<file path="config.mk">
export PLATFORM = sky130hd
export DESIGN_NAME = icmp_echo_responder_flat
export DESIGN_NICKNAME = d
export VERILOG_FILES = /design/src/sv/icmp_er_pkg.sv /design/src/sv/icmp_er_in_if.sv /design/src/sv/icmp_er_out_if.sv /design/src/sv/icmp_echo_responder.sv /design/src/sv/icmp_er_ram.sv /design/src/sv/icmp_er_queue.sv /design/src/sv/icmp_er_front.sv /design/src/sv/icmp_er_back.sv /design/src/flat_wrapper.sv
export VERILOG_INCLUDE_DIRS = /design/src /design/src/sv
export SDC_FILE = /design/constraint.sdc
export NUM_CORES = 2
export LEC_CHECK = 0
export ABC_CLOCK_PERIOD_IN_PS = 9590
export BUFFER_PORTS_ARGS = -buffer_cell sky130_fd_sc_hd__buf_2
export CAP_MARGIN = 20
export CORE_MARGIN = 2
export CORE_UTILIZATION = 48
export DETAILED_ROUTE_END_ITERATION = 8
export GPL_TIMING_DRIVEN = 0
export SYNTH_ARGS = -nofsm -noshare
export SYNTH_HDL_FRONTEND = slang
export SYNTH_HIERARCHICAL = 1
export SYNTH_SLANG_ARGS = --single-unit
</file>
<file path="constraint.sdc">
create_clock -name clk -period 9.59 [get_ports clk]
set_clock_uncertainty 0.1 [all_clocks]
set_input_delay 0.959 -clock clk [delete_from_list [all_inputs] [get_ports clk]]
set_output_delay 0.959 -clock clk [all_outputs]
set_load 0.02 [all_outputs]
</file>
<file path="src/sv/icmp_echo_responder_macros.svh">
// Assertion helpers for the file that checks the block.
`ifndef ICMP_ECHO_RESPONDER_MACROS_SVH
`define ICMP_ECHO_RESPONDER_MACROS_SVH

// Check on every edge outside reset.
`define ER_ASSERT(lbl, prop, msg) \
  lbl: assert property (@(posedge clk) disable iff (!rst_n) (prop)) else $error(msg);

// Check on every edge, reset included.
`define ER_ASSERT_RST(lbl, prop, msg) \
  lbl: assert property (@(posedge clk) (prop)) else $error(msg);

`endif

</file>
<file path="src/sv/icmp_er_pkg.sv">
package icmp_er_pkg;

  localparam int LEN_W = 7;

  localparam logic [15:0] HDR_MIN = 16'd8;
  localparam logic [3:0] PING_LAST = 4'd11;

  localparam logic [1:0] KIND_BYTE = 2'd0;
  localparam logic [1:0] KIND_REPLY = 2'd1;
  localparam logic [1:0] KIND_IGNORE = 2'd2;

  localparam logic [7:0] TYPE_ECHO_REPLY = 8'd0;
  localparam logic [7:0] TYPE_ECHO_REQ = 8'd8;

  typedef enum logic [1:0] {
    OP_REPLY,
    OP_IGNORE,
    OP_ECHO,
    OP_PING
  } op_t;

  typedef struct packed {
    op_t              op;
    logic [LEN_W-1:0] len;
    logic             bank;
    logic [15:0]      cs;
    logic [31:0]      addr;
  } cmd_t;

  typedef struct packed {
    logic valid;
    logic bank;
  } rel_t;

  function automatic logic [15:0] oc_add(input logic [15:0] a, input logic [15:0] b);
    logic [16:0] s;
    s = {1'b0, a} + {1'b0, b};
    return s[15:0] + {15'd0, s[16]};
  endfunction

  // Echo request to the peer, checksum already folded in.
  function automatic logic [7:0] ping_byte(input logic [3:0] idx);
    logic [7:0] v;
    case (idx)
      4'd0: v = 8'h08;
      4'd1: v = 8'h00;
      4'd2: v = 8'hA2;
      4'd3: v = 8'h88;
      4'd4: v = 8'h01;
      4'd5: v = 8'h01;
      4'd6: v = 8'h10;
      4'd7: v = 8'h10;
      4'd8: v = 8'h11;
      4'd9: v = 8'h22;
      4'd10: v = 8'h33;
      4'd11: v = 8'h44;
      default: v = 8'h00;
    endcase
    return v;
  endfunction

endpackage

</file>
<file path="src/sv/icmp_er_in_if.sv">
interface icmp_er_in_if;
  logic        valid;
  logic        ready;
  logic        req_type;
  logic [7:0]  data_byte;
  logic        last_byte;
  logic [31:0] ip_addr;

  modport source(output valid, req_type, data_byte, last_byte, ip_addr, input ready);
  modport sink(input valid, req_type, data_byte, last_byte, ip_addr, output ready);
endinterface

</file>
<file path="src/sv/icmp_er_out_if.sv">
interface icmp_er_out_if;
  logic        valid;
  logic        ready;
  logic [1:0]  kind;
  logic [7:0]  out_byte;
  logic        out_last;
  logic [31:0] peer_addr;
  logic        host_available;

  modport source(output valid, kind, out_byte, out_last, peer_addr, host_available,
                 input ready);
  modport sink(input valid, kind, out_byte, out_last, peer_addr, host_available,
               output ready);
endinterface

</file>
<file path="src/sv/icmp_echo_responder.sv">
// Beat channels
//   channel  | dir | handshake     | payload
//   in_if    | in  | valid / ready | req_type, data_byte, last_byte, ip_addr
//   out_if   | out | valid / ready | kind, out_byte, out_last, peer_addr, host_available
//
// Packet bytes enter at one per cycle; the front end checks and queues one command per
// packet end or send request, and the back end drains the two-entry command queue.
// Results leave at one per cycle while out_if.ready holds: an echo reply streams from the
// packet store once its command leaves the queue; a send request gives 12 beats.
// The packet store holds two banks: input stalls while the bank being filled still
// waits to be echoed, and while the command queue is full.
// Synchronous active-low reset clears control state; no clearing pass is needed.
module icmp_echo_responder #(
  parameter int MAX_LEN = 64
) (
  input logic          clk,
  input logic          rst_n,
  icmp_er_in_if.sink   in_if,
  icmp_er_out_if.source out_if
);

  `include "icmp_echo_responder_macros.svh"

  localparam int AW        = $clog2(MAX_LEN);
  localparam int RAM_DEPTH = 2 * (1 << AW);

  logic              q_push;
  logic              q_wready;
  logic              q_pop;
  logic              q_rvalid;
  icmp_er_pkg::cmd_t q_wcmd;
  icmp_er_pkg::cmd_t q_rcmd;
  icmp_er_pkg::rel_t rel;
  logic              ram_we;
  logic [AW:0]       ram_waddr;
  logic [7:0]        ram_wdata;
  logic              ram_re;
  logic [AW:0]       ram_raddr;
  logic [7:0]        ram_rdata;
  logic              reply_beat;

  icmp_er_front #(.MAX_LEN(MAX_LEN)) u_front (
    .clk       (clk),
    .rst_n     (rst_n),
    .in_if     (in_if),
    .q_push    (q_push),
    .q_cmd     (q_wcmd),
    .q_wready  (q_wready),
    .rel       (rel),
    .ram_we    (ram_we),
    .ram_waddr (ram_waddr),
    .ram_wdata (ram_wdata)
  );

  icmp_er_queue u_queue (
    .clk    (clk),
    .rst_n  (rst_n),
    .push   (q_push),
    .wdata  (q_wcmd),
    .wready (q_wready),
    .pop    (q_pop),
    .rvalid (q_rvalid),
    .rdata  (q_rcmd)
  );

  icmp_er_ram #(.WIDTH(8), .DEPTH(RAM_DEPTH)) u_store (
    .clk   (clk),
    .we    (ram_we),
    .waddr (ram_waddr),
    .wdata (ram_wdata),
    .re    (ram_re),
    .raddr (ram_raddr),
    .rdata (ram_rdata)
  );

  icmp_er_back #(.MAX_LEN(MAX_LEN)) u_back (
    .clk       (clk),
    .rst_n     (rst_n),
    .q_valid   (q_rvalid),
    .q_cmd     (q_rcmd),
    .q_pop     (q_pop),
    .rel       (rel),
    .ram_re    (ram_re),
    .ram_raddr (ram_raddr),
    .ram_rdata (ram_rdata),
    .out_if    (out_if)
  );

  assign reply_beat = out_if.valid && (out_if.kind == icmp_er_pkg::KIND_REPLY);

  `ER_ASSERT(a_push_room, q_push |-> q_wready, "command pushed into a full queue")
  `ER_ASSERT(a_pop_data, q_pop |-> q_rvalid, "command popped from an empty queue")
  `ER_ASSERT(a_reply_flag, reply_beat |-> out_if.host_available, "reply beat without host flag")
  `ER_ASSERT_RST(a_rst_quiet, !rst_n |=> !out_if.valid, "result valid just after reset")

endmodule

</file>
<file path="src/sv/icmp_er_ram.sv">
module icmp_er_ram #(
  parameter int WIDTH = 8,
  parameter int DEPTH = 128
) (
  input  logic                     clk,
  input  logic                     we,
  input  logic [$clog2(DEPTH)-1:0] waddr,
  input  logic [WIDTH-1:0]         wdata,
  input  logic                     re,
  input  logic [$clog2(DEPTH)-1:0] raddr,
  output logic [WIDTH-1:0]         rdata
);

  logic [WIDTH-1:0] mem_r [DEPTH];
  logic [WIDTH-1:0] rdata_r;

  always_ff @(posedge clk) begin
    if (we) begin
      mem_r[waddr] <= wdata;
    end
    if (re) begin
      rdata_r <= mem_r[raddr];
    end
  end

  assign rdata = rdata_r;

endmodule

</file>
<file path="src/sv/icmp_er_queue.sv">
module icmp_er_queue (
  input  logic               clk,
  input  logic               rst_n,
  input  logic               push,
  input  icmp_er_pkg::cmd_t  wdata,
  output logic               wready,
  input  logic               pop,
  output logic               rvalid,
  output icmp_er_pkg::cmd_t  rdata
);

  icmp_er_pkg::cmd_t mem_r [2];
  logic              wp_r, wp_nxt;
  logic              rp_r, rp_nxt;
  logic [1:0]        cnt_r, cnt_nxt;

  assign wready = (cnt_r != 2'd2);
  assign rvalid = (cnt_r != 2'd0);
  assign rdata  = mem_r[rp_r];

  always_comb begin
    wp_nxt  = push ? ~wp_r : wp_r;
    rp_nxt  = pop ? ~rp_r : rp_r;
    cnt_nxt = cnt_r + {1'b0, push} - {1'b0, pop};
  end

  always_ff @(posedge clk) begin
    if (!rst_n) begin
      wp_r  <= 1'b0;
      rp_r  <= 1'b0;
      cnt_r <= 2'd0;
    end else begin
      wp_r  <= wp_nxt;
      rp_r  <= rp_nxt;
      cnt_r <= cnt_nxt;
    end
  end

  always_ff @(posedge clk) begin
    if (push) begin
      mem_r[wp_r] <= wdata;
    end
  end

endmodule

</file>
<file path="src/sv/icmp_er_front.sv">
module icmp_er_front #(
  parameter int MAX_LEN = 64
) (
  input  logic                       clk,
  input  logic                       rst_n,
  icmp_er_in_if.sink                 in_if,
  output logic                       q_push,
  output icmp_er_pkg::cmd_t          q_cmd,
  input  logic                       q_wready,
  input  icmp_er_pkg::rel_t          rel,
  output logic                       ram_we,
  output logic [$clog2(MAX_LEN):0]   ram_waddr,
  output logic [7:0]                 ram_wdata
);

  localparam int AW = $clog2(MAX_LEN);

  logic [15:0] cnt_r, cnt_nxt;
  logic [15:0] sum_r, sum_nxt;
  logic [15:0] rsum_r, rsum_nxt;
  logic [15:0] rcs_r, rcs_nxt;
  logic [7:0]  type_r;
  logic        wbank_r, wbank_nxt;
  logic [1:0]  busy_r, busy_nxt;

  logic        accept;
  logic        byte_acc;
  logic [7:0]  b;
  logic [15:0] word;
  logic        is_cs_hi;
  logic        is_cs_lo;
  logic [15:0] cnt_new;
  logic [15:0] sum_new;
  logic [15:0] rsum_new;
  logic [15:0] rcs_new;
  logic        ok;
  icmp_er_pkg::op_t op;

  assign b        = in_if.data_byte;
  assign in_if.ready = q_wready && !busy_r[wbank_r];
  assign accept   = in_if.valid && in_if.ready;
  assign byte_acc = accept && !in_if.req_type;

  always_comb begin
    word     = cnt_r[0] ? {8'h00, b} : {b, 8'h00};
    is_cs_hi = (cnt_r == 16'd2);
    is_cs_lo = (cnt_r == 16'd3);
    cnt_new  = (&cnt_r) ? cnt_r : cnt_r + 16'd1;
    sum_new  = (is_cs_hi || is_cs_lo) ? sum_r : icmp_er_pkg::oc_add(sum_r, word);
    rsum_new = (is_cs_hi || is_cs_lo || cnt_r == 16'd0) ? rsum_r
                                                        : icmp_er_pkg::oc_add(rsum_r, word);
    rcs_new  = is_cs_hi ? {b, rcs_r[7:0]} : (is_cs_lo ? {rcs_r[15:8], b} : rcs_r);
    ok       = (cnt_new >= icmp_er_pkg::HDR_MIN) && (rcs_new == ~sum_new);

    if (in_if.req_type) begin
      op = icmp_er_pkg::OP_PING;
    end else if (ok && type_r == icmp_er_pkg::TYPE_ECHO_REPLY) begin
      op = icmp_er_pkg::OP_REPLY;
    end else if (ok && type_r == icmp_er_pkg::TYPE_ECHO_REQ && cnt_new <= 16'(MAX_LEN)) begin
      op = icmp_er_pkg::OP_ECHO;
    end else begin
      op = icmp_er_pkg::OP_IGNORE;
    end

    q_push      = accept && (in_if.req_type || in_if.last_byte);
    q_cmd.op    = op;
    q_cmd.len   = cnt_new[icmp_er_pkg::LEN_W-1:0];
    q_cmd.bank  = wbank_r;
    q_cmd.cs    = ~rsum_new;
    q_cmd.addr  = in_if.ip_addr;

    ram_we    = byte_acc && (cnt_r < 16'(MAX_LEN));
    ram_waddr = {wbank_r, cnt_r[AW-1:0]};
    ram_wdata = b;

    cnt_nxt  = cnt_r;
    sum_nxt  = sum_r;
    rsum_nxt = rsum_r;
    rcs_nxt  = rcs_r;
    if (byte_acc) begin
      if (in_if.last_byte) begin
        cnt_nxt  = 16'd0;
        sum_nxt  = 16'd0;
        rsum_nxt = 16'd0;
        rcs_nxt  = 16'd0;
      end else begin
        cnt_nxt  = cnt_new;
        sum_nxt  = sum_new;
        rsum_nxt = rsum_new;
        rcs_nxt  = rcs_new;
      end
    end

    // Free a bank the back end releases; hand an echoed bank to the back end and move on to the other one.
    busy_nxt  = busy_r;
    wbank_nxt = wbank_r;
    if (rel.valid) begin
      busy_nxt[rel.bank] = 1'b0;
    end
    if (q_push && op == icmp_er_pkg::OP_ECHO) begin
      busy_nxt[wbank_r] = 1'b1;
      wbank_nxt         = ~wbank_r;
    end
  end

  always_ff @(posedge clk) begin
    if (!rst_n) begin
      cnt_r   <= 16'd0;
      sum_r   <= 16'd0;
      rsum_r  <= 16'd0;
      rcs_r   <= 16'd0;
      wbank_r <= 1'b0;
      busy_r  <= 2'b00;
    end else begin
      cnt_r   <= cnt_nxt;
      sum_r   <= sum_nxt;
      rsum_r  <= rsum_nxt;
      rcs_r   <= rcs_nxt;
      wbank_r <= wbank_nxt;
      busy_r  <= busy_nxt;
    end
  end

  always_ff @(posedge clk) begin
    if (byte_acc && cnt_r == 16'd0) begin
      type_r <= b;
    end
  end

endmodule

</file>
<file path="src/sv/icmp_er_back.sv">
module icmp_er_back #(
  parameter int MAX_LEN = 64
) (
  input  logic                       clk,
  input  logic                       rst_n,
  input  logic                       q_valid,
  input  icmp_er_pkg::cmd_t          q_cmd,
  output logic                       q_pop,
  output icmp_er_pkg::rel_t          rel,
  output logic                       ram_re,
  output logic [$clog2(MAX_LEN):0]   ram_raddr,
  input  logic [7:0]                 ram_rdata,
  icmp_er_out_if.source              out_if
);

  localparam int AW = $clog2(MAX_LEN);
  localparam int LW = icmp_er_pkg::LEN_W;

  typedef enum logic [2:0] {
    S_IDLE = 3'b001,
    S_ECHO = 3'b010,
    S_PING = 3'b100
  } state_t;

  state_t         state_r, state_nxt;
  logic           flag_r, flag_nxt;
  logic [LW-1:0]  len_r, len_nxt;
  logic           bank_r, bank_nxt;
  logic [15:0]    cs_r, cs_nxt;
  logic [31:0]    addr_r, addr_nxt;
  logic [LW-1:0]  iss_r, iss_nxt;
  logic [LW-1:0]  pidx_r, pidx_nxt;
  logic           pend_r, pend_nxt;
  logic [3:0]     pcnt_r, pcnt_nxt;

  logic           ov_r, ov_nxt;
  logic [1:0]     okind_r;
  logic [7:0]     obyte_r;
  logic           olast_r;
  logic [31:0]    oaddr_r;
  logic           ohost_r;

  logic           can_load;
  logic           load;
  logic [1:0]     ld_kind;
  logic [7:0]     ld_byte;
  logic           ld_last;
  logic [31:0]    ld_addr;
  logic           ld_host;
  logic           issue;
  logic           echo_last;

  assign can_load  = !ov_r || out_if.ready;
  assign ram_raddr = {bank_r, iss_r[AW-1:0]};
  assign echo_last = (pidx_r == len_r - LW'(1));

  always_comb begin
    state_nxt = state_r;
    flag_nxt  = flag_r;
    len_nxt   = len_r;
    bank_nxt  = bank_r;
    cs_nxt    = cs_r;
    addr_nxt  = addr_r;
    iss_nxt   = iss_r;
    pidx_nxt  = pidx_r;
    pend_nxt  = pend_r;
    pcnt_nxt  = pcnt_r;
    q_pop     = 1'b0;
    issue     = 1'b0;
    load      = 1'b0;
    ld_kind   = icmp_er_pkg::KIND_BYTE;
    ld_byte   = 8'h00;
    ld_last   = 1'b0;
    ld_addr   = addr_r;
    ld_host   = flag_r;
    rel.valid = 1'b0;
    rel.bank  = bank_r;

    case (state_r)
      S_IDLE: begin
        if (q_valid) begin
          case (q_cmd.op)
            icmp_er_pkg::OP_REPLY: begin
              if (can_load) begin
                q_pop    = 1'b1;
                load     = 1'b1;
                ld_kind  = icmp_er_pkg::KIND_REPLY;
                ld_last  = 1'b1;
                ld_addr  = q_cmd.addr;
                ld_host  = 1'b1;
                flag_nxt = 1'b1;
              end
            end
            icmp_er_pkg::OP_IGNORE: begin
              if (can_load) begin
                q_pop   = 1'b1;
                load    = 1'b1;
                ld_kind = icmp_er_pkg::KIND_IGNORE;
                ld_last = 1'b1;
                ld_addr = q_cmd.addr;
              end
            end
            icmp_er_pkg::OP_ECHO: begin
              q_pop     = 1'b1;
              len_nxt   = q_cmd.len;
              bank_nxt  = q_cmd.bank;
              cs_nxt    = q_cmd.cs;
              addr_nxt  = q_cmd.addr;
              iss_nxt   = '0;
              pend_nxt  = 1'b0;
              state_nxt = S_ECHO;
            end
            icmp_er_pkg::OP_PING: begin
              q_pop     = 1'b1;
              flag_nxt  = 1'b0;
              addr_nxt  = q_cmd.addr;
              pcnt_nxt  = 4'd0;
              state_nxt = S_PING;
            end
            default: begin
              q_pop = 1'b0;
            end
          endcase
        end
      end
      S_PING: begin
        if (can_load) begin
          load     = 1'b1;
          ld_byte  = icmp_er_pkg::ping_byte(pcnt_r);
          ld_last  = (pcnt_r == icmp_er_pkg::PING_LAST);
          ld_host  = 1'b0;
          pcnt_nxt = pcnt_r + 4'd1;
          if (pcnt_r == icmp_er_pkg::PING_LAST) begin
            state_nxt = S_IDLE;
          end
        end
      end
      S_ECHO: begin
        // Fetch the next byte, until all len bytes are fetched, while none is held or the held one leaves this cycle.
        issue = (iss_r < len_r) && (!pend_r || can_load);
        load  = pend_r && can_load;
        if (pidx_r == LW'(0)) begin
          ld_byte = 8'h00;
        end else if (pidx_r == LW'(2)) begin
          ld_byte = cs_r[15:8];
        end else if (pidx_r == LW'(3)) begin
          ld_byte = cs_r[7:0];
        end else begin
          ld_byte = ram_rdata;
        end
        ld_last = echo_last;
        if (issue) begin
          iss_nxt  = iss_r + LW'(1);
          pidx_nxt = iss_r;
          pend_nxt = 1'b1;
        end else if (load) begin
          pend_nxt = 1'b0;
        end
        if (load && echo_last) begin
          rel.valid = 1'b1;
          state_nxt = S_IDLE;
        end
      end
      default: begin
        state_nxt = S_IDLE;
      end
    endcase

    if (load) begin
      ov_nxt = 1'b1;
    end else if (out_if.ready) begin
      ov_nxt = 1'b0;
    end else begin
      ov_nxt = ov_r;
    end
  end

  assign ram_re = issue;

  always_ff @(posedge clk) begin
    if (!rst_n) begin
      state_r <= S_IDLE;
      flag_r  <= 1'b0;
      pend_r  <= 1'b0;
      ov_r    <= 1'b0;
    end else begin
      state_r <= state_nxt;
      flag_r  <= flag_nxt;
      pend_r  <= pend_nxt;
      ov_r    <= ov_nxt;
    end
  end

  always_ff @(posedge clk) begin
    len_r  <= len_nxt;
    bank_r <= bank_nxt;
    cs_r   <= cs_nxt;
    addr_r <= addr_nxt;
    iss_r  <= iss_nxt;
    pidx_r <= pidx_nxt;
    pcnt_r <= pcnt_nxt;
    if (load) begin
      okind_r <= ld_kind;
      obyte_r <= ld_byte;
      olast_r <= ld_last;
      oaddr_r <= ld_addr;
      ohost_r <= ld_host;
    end
  end

  assign out_if.valid          = ov_r;
  assign out_if.kind           = okind_r;
  assign out_if.out_byte       = obyte_r;
  assign out_if.out_last       = olast_r;
  assign out_if.peer_addr      = oaddr_r;
  assign out_if.host_available = ohost_r;

endmodule
</file>
<file path="src/flat_wrapper.sv">
// flat-port wrapper written by rule: the top's interface ports become plain ports
module icmp_echo_responder_flat 
#(
  parameter int MAX_LEN = 64
)
  (clk, rst_n, in_if_valid, in_if_req_type, in_if_data_byte, in_if_last_byte, in_if_ip_addr, in_if_ready, out_if_valid, out_if_kind, out_if_out_byte, out_if_out_last, out_if_peer_addr, out_if_host_available, out_if_ready);
  icmp_er_in_if in_if_i ();
  icmp_er_out_if out_if_i ();
  input logic clk;
  input logic rst_n;
  input wire logic [$bits(in_if_i.valid)-1:0] in_if_valid;
  input wire logic [$bits(in_if_i.req_type)-1:0] in_if_req_type;
  input wire logic [$bits(in_if_i.data_byte)-1:0] in_if_data_byte;
  input wire logic [$bits(in_if_i.last_byte)-1:0] in_if_last_byte;
  input wire logic [$bits(in_if_i.ip_addr)-1:0] in_if_ip_addr;
  output wire logic [$bits(in_if_i.ready)-1:0] in_if_ready;
  output wire logic [$bits(out_if_i.valid)-1:0] out_if_valid;
  output wire logic [$bits(out_if_i.kind)-1:0] out_if_kind;
  output wire logic [$bits(out_if_i.out_byte)-1:0] out_if_out_byte;
  output wire logic [$bits(out_if_i.out_last)-1:0] out_if_out_last;
  output wire logic [$bits(out_if_i.peer_addr)-1:0] out_if_peer_addr;
  output wire logic [$bits(out_if_i.host_available)-1:0] out_if_host_available;
  input wire logic [$bits(out_if_i.ready)-1:0] out_if_ready;
  assign in_if_i.valid = in_if_valid;
  assign in_if_i.req_type = in_if_req_type;
  assign in_if_i.data_byte = in_if_data_byte;
  assign in_if_i.last_byte = in_if_last_byte;
  assign in_if_i.ip_addr = in_if_ip_addr;
  assign in_if_ready = in_if_i.ready;
  assign out_if_valid = out_if_i.valid;
  assign out_if_kind = out_if_i.kind;
  assign out_if_out_byte = out_if_i.out_byte;
  assign out_if_out_last = out_if_i.out_last;
  assign out_if_peer_addr = out_if_i.peer_addr;
  assign out_if_host_available = out_if_i.host_available;
  assign out_if_i.ready = out_if_ready;
  icmp_echo_responder #(.MAX_LEN(MAX_LEN)) u_core (.clk(clk), .rst_n(rst_n), .in_if(in_if_i), .out_if(out_if_i));
endmodule
</file>
==> flow_metrics.tcl <==
set metrics [dict create \
    utilization 0.543 \
    synth_common_cells "1274 x edfxtp_1, 336 x mux4_2, 221 x nor2_1" \
    worstSetupPathType "reg2reg" \
    grt_max_degree 81 \
    num_rows 127 \
    synth_most_common_cell "edfxtp_1" \
    synthTopCellsByArea "edfxtp_1 66%, mux4_2 13%, dfxtp_1 2.9%" \
    vias_per_cell 6.03 \
    cpMostUsedCell "buf_6" \
    seq_area_frac_synth 0.692 \
    grt_overflow_total 0 \
    cap_violations 0 \
    dp_hpwl_mm 98.9 \
    max_freq_mhz 115 \
    io_buffers 59 \
    cp_slowest_stage_delay_ns 0.64 \
    p_per_area_nw_per_um2 223 \
    finalNetCount 3576 \
    crit_family "compound AO/OA/AOI/OAI gates" \
    grt_usage 0.237 \
    cp.required_ns 9.89 \
    synthMuxAreaShare 0.159 \
    synth_top_family_by_area "multiplexers" \
    endpoint_kind "flop" \
    cts_tree "built" \
    rsz0062_at_grt "false" \
    start_util 0.482 \
    setup_viol 0 \
    synth_top_area_share 0.663 \
    h-tree-depth 4 \
    ys.warnings.count 6 \
    tns_ns 0 \
    insertion_delay_ns 0.76 \
    core_sq_um 120000 \
    dr.pass1.iters 6 \
    n_fill_cell 9254 \
    cp_slowest_cell "a2111oi_0" \
    finalCriticalPeriod_ns 8.68 \
    drive_gt1_frac 0.243 \
    min_path_type "in2reg" \
    grt_pass1_wl_mm 211 \
    finalHoldViolCount 0 \
    place_area_sq_um 60500 \
    syn-cell-area_sq_um 57700 \
    min_period_over_period 0.905 \
    cts_setup_buffers 0 \
    synth-edff-count 1274 \
    synth_nets 3343 \
    die_area_sq_um 123000 \
    leakage_nw 20.7 \
    syn-instance-count 3260 \
    synth_xor_area_frac 0.0183 \
    outcome "complete, no violations" \
    crit_buf_inv 7 \
    peakVddDrop_uv 198 \
    crit_arrival_ns 8.98 \
    routedWlPerCell_um 27.8 \
    die_h_um 351 \
    worst_pin_slew_ns 1.14 \
    design_area_sq_um 65000 \
    slew_headroom 0.237 \
    synthAdderAreaFrac 0.00802 \
    ys_seq_elements 1358 \
    cts_resized 0 \
    synth-simple-area-share 0.0565 \
    antenna_found_initial 3 \
    drt_iter0_drc 3701 \
    crit_fanout 10 \
    power_mw 14.5 \
    synth_ff_type "edfxtp_1" \
    ant_nets 0 \
    drt_drc_violations_left 0 \
    grt_pass1_vias 31200 \
    cp-start-kind "flop" \
    die_x_um 351 \
    yosysUniqueCellTypes 103 \
    synth_compound_area_frac 0.0419 \
    vias 31400 \
    hold_buffers 0 \
    num_io_pins 92 \
    place_congestion 0.887 \
    antenna_cells 0 \
    slew_violations 0 \
    area_growth_pct 12.6 \
    hold_ws_ns 0.297 \
    finalWirelength_mm 145 \
    clkSinkCount 1358 \
    cts-root-buf "clkbuf_16" \
    synth_area_leader_cell "edfxtp_1" \
    clock_path_buffers 3 \
    clkTransAtPathRegs_ns 0.06 \
    synth_area_per_cell_sq_um 17.7 \
    synth-async-reset-ratio 0 \
    rrSetupSlack_ns 0.91 \
    cts_buffers 143 \
]
layout make-up:
class	count	area, sq um	area share
repair buffers	88	746	0.0115
well taps	1612	2020	0.0310
clock buffers	186	3840	0.0592
inverters	37	139	0.00214
clock inverters	64	623	0.00959
flip-flops and latches	1358	39900	0.615
plain buffers	239	1260	0.0195
multi-input cells	1626	16400	0.252
per-stage QoR:
step / setup slack, ns / std cells
finish: 0.909 / 5210
global route: 0.336 / 5210
CTS: 1.05 / 5208
detailed placement: 1.11 / 4958
global placement: 1.17 / 4931
floorplan: 3.46 / 3260
logic make-up after synthesis:
group	Yosys count
AOI/OAI and AO/OA	355
xor gates and xnor gates	115
adders and majority gates	37
buffers and inverters	276
DFF	1358
muxes	475
and+or+nand+nor	644
metal layers:
metal  share of wire  GRT usage
met5               0          0
met4           0.024     0.0665
met3           0.086     0.0493
met2            0.47      0.369
met1            0.42      0.341
flip-flops by register name (all words and copies together) (netlist names), 8 cells and up, named ones only:
name / cells
u_core/u_front/sum_r: 16
u_core/u_store/rdata: 8
u_core/u_back/out_if.out_byte: 8
u_core/u_queue/mem_r: 116
u_core/u_front/type_r: 8
u_core/u_front/cnt_r: 16
u_core/u_back/addr_r: 32
u_core/u_back/cs_r: 16
u_core/u_store/mem_r: 1024
u_core/u_front/rsum_r: 16
u_core/u_back/out_if.peer_addr: 32
u_core/u_front/rcs_r: 16
where the power goes:
group	switching, mW	internal [mW]
registers	0.0698	6.76
clock network	2.24	3.07
logic	1.32	0.994
worst paths after layout:
| check | start | to | cells after the start |
|---|---|---|---|
| setup / recovery | u_core/u_front/cnt_r[0]$_SDFFE_PN0P_ | u_core/u_queue/mem_r[1][56]$_DFFE_PP_ | 26 |
| hold / removal | in_if_ip_addr[29] | u_core/u_queue/mem_r[1][29]$_DFFE_PP_ | 1 |
| setup reg to reg | u_core/u_front/cnt_r[0]$_SDFFE_PN0P_ | u_core/u_queue/mem_r[1][56]$_DFFE_PP_ | 26 |
| hold reg to reg | u_core/u_front/busy_r[1]$_SDFF_PN0_ | u_core/u_front/busy_r[1]$_SDFF_PN0_ | 2 |
cells in the final DEF (no fill, tap or decap), types with 31 or more instances in the layout:
master | Yosys | routed
a22oi_1 | 38 | 38
dfxtp_1 | 84 | 84
o21ai_0 | 67 | 67
inv_1 | 36 | 36
and2_1 | 32 | 31
edfxtp_1 | 1274 | 1274
nor2b_1 | 62 | 61
mux2i_1 | 36 | 36
nor2_1 | 221 | 220
clkbuf_1 | 108 | 141
a21oi_1 | 86 | 86
buf_4 | 68 | 71
nand3_1 | 51 | 51
mux2_2 | 83 | 83
clkbuf_16 | 0 | 147
nor3_1 | 34 | 33
xnor2_1 | 82 | 82
nand2_1 | 105 | 105
ha_1 | 37 | 37
mux4_2 | 336 | 336
buf_2 | 32 | 97
(Power assumes the default switching activity.)
